File: src/design/meco_pkg.sv
`timescale 1ns / 1ps
package meco_pkg;

  // Default sizes
  localparam int NODES_DEF = 4096;
  localparam int EDGES_DEF = 8192;
  localparam int TRIS_DEF  = 4096;

  // Field widths
  localparam int MODE_W  = 2;
  localparam int IDX_W   = 13;
  localparam int NODE_W  = 13;
  localparam int TRI_W   = 13;
  localparam int VTX_W   = 14;
  localparam int COORD_W = 24;
  localparam int DIFF_W  = COORD_W + 1;
  localparam int PROD_W  = 2 * DIFF_W;
  localparam int STAT_W  = 2;
  localparam int TAG_W   = 8;
  localparam int CNT_W   = 2;

  localparam int IN_DATA_W  = 128;
  localparam int OUT_DATA_W = 72;

  typedef enum logic [MODE_W-1:0] {
    MODE_NODE   = 2'd0,
    MODE_EDGE   = 2'd1,
    MODE_REPORT = 2'd2,
    MODE_CLEAR  = 2'd3
  } mode_t;

  typedef enum logic [STAT_W-1:0] {
    ST_OK       = 2'd0,
    ST_NOTRI    = 2'd1,
    ST_NOCORNER = 2'd2,
    ST_OVF      = 2'd3
  } status_t;

  typedef enum logic [3:0] {
    S_SWEEP, S_IDLE, S_C_RD, S_C_WR, S_E_DAT, S_T_RD, S_T_DAT,
    S_XA, S_XB, S_XV, S_XL, S_MUL, S_CMP, S_OUT
  } st_t;

  // One queued command
  typedef struct packed {
    mode_t                     kind;
    logic [IDX_W-1:0]          edge_index;
    logic [NODE_W-1:0]         node_number;
    logic signed [COORD_W-1:0] x;
    logic signed [COORD_W-1:0] y;
    logic [NODE_W-1:0]         na;
    logic [NODE_W-1:0]         nb;
    logic signed [TRI_W-1:0]   ta;
    logic signed [TRI_W-1:0]   tb;
  } cmd_t;

  // Queue head towards the back end
  typedef struct packed {
    logic valid;
    cmd_t cmd;
  } q_head_t;

  // Back end control towards the front end
  typedef struct packed {
    logic pop;
    logic ready_en;
  } bk_ctl_t;

  // Stored edge
  typedef struct packed {
    logic [NODE_W-1:0]       na;
    logic [NODE_W-1:0]       nb;
    logic signed [TRI_W-1:0] ta;
    logic signed [TRI_W-1:0] tb;
  } erec_t;

  // Stored corner list with clear epoch
  typedef struct packed {
    logic [TAG_W-1:0]             tag;
    logic [CNT_W-1:0]             cnt;
    logic [2:0][NODE_W-1:0]       c;
  } crec_t;

  typedef struct packed {
    logic                   ovf;
    logic [CNT_W-1:0]       cnt;
    logic [2:0][NODE_W-1:0] c;
  } corner_t;

  typedef struct packed {
    logic              found;
    logic [NODE_W-1:0] v;
  } opp_t;

  // Add node n to a corner list unless present; a fourth corner flags overflow
  function automatic corner_t add_corner(corner_t cur, logic [NODE_W-1:0] n);
    corner_t r;
    logic    hit;
    r   = cur;
    hit = 1'b0;
    for (int k = 0; k < 3; k++) begin
      if ((CNT_W'(k) < cur.cnt) && (cur.c[k] == n)) hit = 1'b1;
    end
    if (!hit) begin
      if (cur.cnt == 2'd3) begin
        r.ovf = 1'b1;
      end else begin
        r.c[cur.cnt[1:0]] = n;
        r.cnt             = cur.cnt + 2'd1;
      end
    end
    return r;
  endfunction

  // Corner opposite edge (a, b); c holds zero beyond the count
  function automatic opp_t opposite(logic [2:0][NODE_W-1:0] c,
                                    logic [NODE_W-1:0] a, logic [NODE_W-1:0] b);
    opp_t r;
    r.found = 1'b1;
    if (a == c[0])      r.v = (b == c[1]) ? c[2] : c[1];
    else if (a == c[1]) r.v = (b == c[0]) ? c[2] : c[0];
    else if (a == c[2]) r.v = (b == c[0]) ? c[1] : c[0];
    else begin
      r.found = 1'b0;
      r.v     = '0;
    end
    return r;
  endfunction

endpackage

File: src/design/meco_front.sv
`timescale 1ns / 1ps
module meco_front #(
  parameter int NODES = meco_pkg::NODES_DEF,
  parameter int EDGES = meco_pkg::EDGES_DEF
) (
  input  logic                             clk,
  input  logic                             rst_n,
  input  logic                             in_tvalid,
  output logic                             in_tready,
  input  logic [meco_pkg::IN_DATA_W-1:0]   in_tdata,
  input  logic [meco_pkg::MODE_W-1:0]      in_tuser,
  output meco_pkg::q_head_t                q,
  input  meco_pkg::bk_ctl_t                ctl
);
  meco_pkg::cmd_t   mem_r [2];
  logic             wp_r, rp_r;
  logic [1:0]       cnt_r, cnt_nxt;
  meco_pkg::cmd_t   cmd;
  logic             keep, push;

  // Unpack and classify the incoming transaction
  always_comb begin
    cmd.kind        = meco_pkg::mode_t'(in_tuser);
    cmd.edge_index  = in_tdata[12:0];
    cmd.node_number = in_tdata[25:13];
    cmd.x           = in_tdata[49:26];
    cmd.y           = in_tdata[73:50];
    cmd.na          = in_tdata[86:74];
    cmd.nb          = in_tdata[99:87];
    cmd.ta          = in_tdata[112:100];
    cmd.tb          = in_tdata[125:113];
    case (cmd.kind)
      meco_pkg::MODE_NODE:
        keep = (cmd.node_number != '0) && (32'(cmd.node_number) <= NODES);
      meco_pkg::MODE_EDGE, meco_pkg::MODE_REPORT:
        keep = 32'(cmd.edge_index) < EDGES;
      default: keep = 1'b1;
    endcase
  end

  assign in_tready = (cnt_r != 2'd2) && ctl.ready_en;
  assign push      = in_tvalid && in_tready && keep;

  // Two-entry queue
  always_comb begin
    cnt_nxt = cnt_r;
    if (push && !ctl.pop) cnt_nxt = cnt_r + 2'd1;
    else if (!push && ctl.pop) cnt_nxt = cnt_r - 2'd1;
  end

  always_ff @(posedge clk) begin
    if (!rst_n) begin
      wp_r  <= 1'b0;
      rp_r  <= 1'b0;
      cnt_r <= '0;
    end else begin
      if (push) wp_r <= ~wp_r;
      if (ctl.pop) rp_r <= ~rp_r;
      cnt_r <= cnt_nxt;
    end
  end

  always_ff @(posedge clk) begin
    if (push) mem_r[wp_r] <= cmd;
  end

  assign q.valid = cnt_r != 2'd0;
  assign q.cmd   = mem_r[rp_r];
endmodule

File: config.mk
export PLATFORM = sky130hd
export DESIGN_NAME = meco_front
export DESIGN_NICKNAME = d
export VERILOG_FILES = /design/src/design/meco_pkg.sv /design/src/design/meco_front.sv
export SDC_FILE = /design/constraint.sdc
export NUM_CORES = 1
export LEC_CHECK = 0
export ABC_CLOCK_PERIOD_IN_PS = 37800
export BUFFER_PORTS_ARGS = -buffer_cell sky130_fd_sc_hd__buf_2
export CORE_ASPECT_RATIO = 2
export CORE_MARGIN = 2
export CORE_UTILIZATION = 56
export CTS_CLUSTER_SIZE = 12
export DETAILED_ROUTE_END_ITERATION = 16
export HOLD_SLACK_MARGIN = 0.03
export PLACE_DENSITY = 0.85
export RECOVER_POWER = 100
export SYNTH_ARGS = -nofsm -noshare
export SYNTH_HDL_FRONTEND = slang
export SYNTH_SLANG_ARGS = --single-unit
File: constraint.sdc
create_clock -name clk -period 37.8 [get_ports clk]
set_input_delay 3.78 -clock clk [delete_from_list [all_inputs] [get_ports clk]]
set_output_delay 3.78 -clock clk [all_outputs]
set_load 0.01 [all_outputs]
== After elaboration in Yosys (flattened, before gate mapping) ==
Memory sizes are Yosys's and may differ from the RTL's. A register that Yosys moved wholly into a read port is not among the register bits.
Index checks and enable logic that the tools add are counted.
Widths: inputs -> output; s select.
Cells by class
  multipliers: 0
  shift-type cells: 0
  add/sub/neg operators: 2
  bitwise logic cells: 2
  reduce and logical (&&, ||, !) cells: 12
  equal/unequal tests: 1
  order comparisons: 1
  div/mod/pow operators: 0
  muxes and demuxes: 7
Operator list (number)
  $le 13x13->1 const B: 1
  $reduce_bool 13->1: 1
  $logic_and 1x1->1: 6
  $mux 1: 5
  $mux 2: 2
  $reduce_bool 2->1: 2
  $add 2x1->2 const B: 1
  $logic_not 1->1: 2
  $logic_not 2->1: 1
  $ne 2x2->1 const B: 1
  $not 1->1: 2
  $sub 2x1->2 const B: 1
Word-level totals
  flip-flop bits (word level): 4
  logic and storage cells: 29
  output and inout bits: 130
  bits in writable memories: 256
  bits of input ports: 135
  ROM bits: 0
  memories kept: 1
  latch bits: 0
Memories
  mem_r: words 2, width 128, rd ports 1, clocked after Yosys merged registers in 1, wr ports 1, RTL line meco_front.sv:15  | meco_pkg::cmd_t mem_r [2];

== Longest topological paths before layout ==
  depth in word-level cells: 8
  gate-level depth with buffers: 7
  depth with buffers taken out: 7

== Worst setup path after synthesis ==
No wires, ideal clock.
  kind: input port to flip-flop
  start point: input port in_tdata[15] (netlist bit)
  end point: memory mem_r[0][0] (netlist bit) (enable)
  required time: 36.871 ns
  arrival: 16.349 ns
  stages on the path: 3
  buffers on the path: 0
  setup time: 0.929 ns
  slack: 20.522 ns
  cells stage by stage: nor4_2 -> a21oi_1 -> nor4_1
Between the ends
  word-level cells in the longest chain between the ends: 6
  elaborated cells on any way between the ends: 7
  those cells by class: order compare: 1; mux: 3; reduce/logical: 3
Ends and longest elaborated chain
  from (decl): RTL line meco_front.sv:10  | input logic [meco_pkg::IN_DATA_W-1:0] in_tdata,
  $le 13x13->1 / $reduce_bool 13->1 (equally long branches): RTL line meco_front.sv:34  | keep = (cmd.node_number != '0) && (32'(cmd.node_number) <= NODES);
  $logic_and 1x1->1 (*): RTL line meco_front.sv:34
  $mux 1 (*): RTL line meco_front.sv:32  | case (cmd.kind)
  $logic_and 1x1->1 (*): RTL line meco_front.sv:42  | assign push = in_tvalid && in_tready && keep;
  $mux 1 (*): RTL line meco_front.sv:64  | if (push) mem_r[wp_r] <= cmd;
  $mux 1 (not written as such) (*): RTL line meco_front.sv:64
  to (decl): RTL line meco_front.sv:15
Every way passes the cells marked *; elsewhere a longest branch is shown, timed or not.

== Final worst setup path ==
  start point: input port in_tdata[18] (netlist bit)
  end point: memory mem_r[1][106] (netlist bit) (enable)
Same word-level chain as after synthesis.

==> metrics <==
outcome=finished with violations; failing checks=max-capacitance violations, max-slew violations; ys async rst share=0; fin. max-slew vios=393; Port Buffers=262; Non-Filler Instances=928; dpl cells=891; Ys Warns=0; Row Count=67; PD cells=52.9 mW/mm²; Lkg Pwr=3.76 nW; initial antenna violation count=2; Post-Place Cell Area=0.0111 mm²; Cells after Synth=432; DR iter-0 viols=179; slowest stage cell, crit path=and2_0; Top Usage Layer GRT=met2; post-CTS sizing=0; period utilisation layout=0.288; Max Buffers Root-to-Sink=3; area delta synth->final=20.4%; Critical Path Most Common Cell=clkbuf_1; Max VDD drop=50.6 µV; setup TNS=0 ps; Die Width=96.2 µm; hpwl dp=13000 µm; overall power=0.607 mW; antenna violation net count after detailed routing=0; kind of critical path=in2reg; final instance area=0.0115 mm²; WL final=19200 µm; syn_nets=568; GPL Wtd Cong=0.801; global-route wire length before repair=27800 µm; DRC violations left=0; Clock Tree Root=clkbuf_16; Crit path max-delay family=simple AND/OR/NAND/NOR gates; Synth Register Bits=261; Slew HR=-1.61; Reg area=0.00779 mm²; RSZ-0062 raised after global routing=no; Slew @ Worst Pin=3910 ps; Worst-path clk slew=50 ps; critical path data arrival time=10920 ps; Clock Sinks=261; CTS tree=built; critical path's largest stage delay=2860 ps; I/O pin total=265; post-synthesis cell type count=26; area occupied by multi-input gates=0.00166 mm²; cell area after synthesis=0.00952 mm²; CTS Buf Count=25; Setup Buffers After CTS=0; Tot GR Track Use=0.207; number of synthesized flops with an enable pin=256; clk_lat worst skew=520 ps; Initial Util=0.571; Buf+Inv Stages, Crit Path=2; CP endpoint kind=flip-flop; Die Height=188 µm; fin nets=847; Wirelength per Cell=20.7 µm; crit-path max FO=69; router iterations before antenna repair=4; register area share after synthesis=0.818; Req. time, crit path=37820 ps; Layout Skew=18.8 ps; grt total ovfl=0; grt met3 use=0.0428; Final Hold Violating Endpoints=0; fillers=1153; Core ar.=0.0167 mm²; syn avg cell area=22.0 µm²; ordered cell list for the critical path=clkbuf_1 -> nor4_1 -> a21oi_1 -> nor3_1 -> and2_0 -> clkbuf_1; routing usage on met2=0.386; Top FF cell, synth=edfxtp_1; # H-tree levels=1; Final min period=10900 ps; share of layout cells above drive strength 1=0.307; largest net degree at the start of global routing=70; Hold-fix buffers, CTS=0; fmax=91.8 MHz; routing usage on met1=0.198; vias in the first global route=5471; die area=0.0181 mm²; detailed-route via count=5016; Hold WC Path Type=reg2reg; # setup viols final=0; via/cell ratio=5.41; crit start category=input pin; Max Cap Violations=6
-- cell usage in the layout, fill, tap and decap left out, drive strengths merged, types with 3 or more instances in the layout --
master  instances
inv             3
dfxtp           5
mux2          128
nor2            3
buf            67
clkbuf        232
edfxtp        256
nor4            4
-- where the power goes --
part,total [mW],leakage (nW),internal (mW),switching (mW)
logic,0.0567,1.06,0.0253,0.0314
clock network,0.212,0.324,0.119,0.0925
registers,0.338,2.38,0.333,0.00552
total,0.607,3.76,0.477,0.130
-- sequential cells by signal, indices dropped and copies added (netlist names), named ones only --
signal,flops
rp_r,1
cnt_r,2
wp_r,1
mem_r,256
-- cell type report --
class	instances	share of cell area
clock buffer	33	0.0572
multi-input combinational	155	0.144
timing repair buffer	266	0.0944
antenna	2	0.000437
clock inverter	2	0.00109
inverter	2	0.000655
sequential	261	0.679
tap	207	0.0226
-- worst register-to-register path: stages (launching register included) --
cell and delay (ps):
dfxtp_1 380, nand2b_1 160, o2111ai_2 120, nor3_1 330
and2_0 2860, clkbuf_1 2870
-- synthesized netlist by cell type (all sizes together) (2+ instances only) --
| library cell | instances | share of area |
|---|---|---|
| edfxtp | 256 | 0.81 |
| mux2 | 128 | 0.15 |
| buf | 13 | 0.0068 |
| dfxtp | 5 | 0.011 |
| nor4 | 4 | 0.0055 |
| nor2 | 3 | 0.0012 |
| a21oi | 2 | 0.0011 |
| and2 | 2 | 0.0013 |
| inv | 2 | 0.00079 |
| nand2b | 2 | 0.0013 |
| nor3 | 2 | 0.0016 |
| xor2 | 2 | 0.0018 |
-- logic make-up after synthesis --
kind of cell | count (synthesis) | share of synthesized area
XOR/XNOR | 3 | 0.00276
multiplexers | 129 | 0.152
buffers and inverters | 16 | 0.00801
AO/OA/AOI/OAI | 4 | 0.00315
adder cells (fa/ha/maj) | 1 | 0.00131
flip-flops | 261 | 0.818
AND/OR/NAND/NOR | 18 | 0.0147
-- path summary, 6_finish.rpt --
kind / startpoint / to / slack (ps) / cells after the start
worst min register to register: wp_r$_SDFFE_PN0N_ / wp_r$_SDFFE_PN0N_ / 500 / 2
worst min-delay path: wp_r$_SDFFE_PN0N_ / wp_r$_SDFFE_PN0N_ / 500 / 2
worst max register to register: cnt_r[0]$_SDFFE_PN0P_ / mem_r[1][106]$_DFFE_PP_ / 30520 / 5
worst max-delay path: in_tdata[18] / mem_r[1][106]$_DFFE_PP_ / 26900 / 6
-- layer usage --
metal | vias to the layer above | share of wire
met5 | - | 0
met2 | 221 | 0.57
met3 | 67 | 0.066
met4 | 0 | 0.056
met1 | 2458 | 0.31
li1 | 2270 | -
-- through the flow --
| stage | utilization | hold slack [ps] | setup WS [ps] |
|---|---|---|---|
| 4_1_cts | 0.704 | 508 | 29880 |
| 3_3_place_gp | 0.663 | 481 | 29870 |
| 6_report | 0.687 | 501 | 26900 |
| 5_1_grt | 0.687 | 524 | 26290 |
| 3_5_place_dp | 0.663 | 498 | 29880 |
| 2_1_floorplan | - | 451 | 20520 |
No activity file was read; power rests on OpenSTA's default activity.
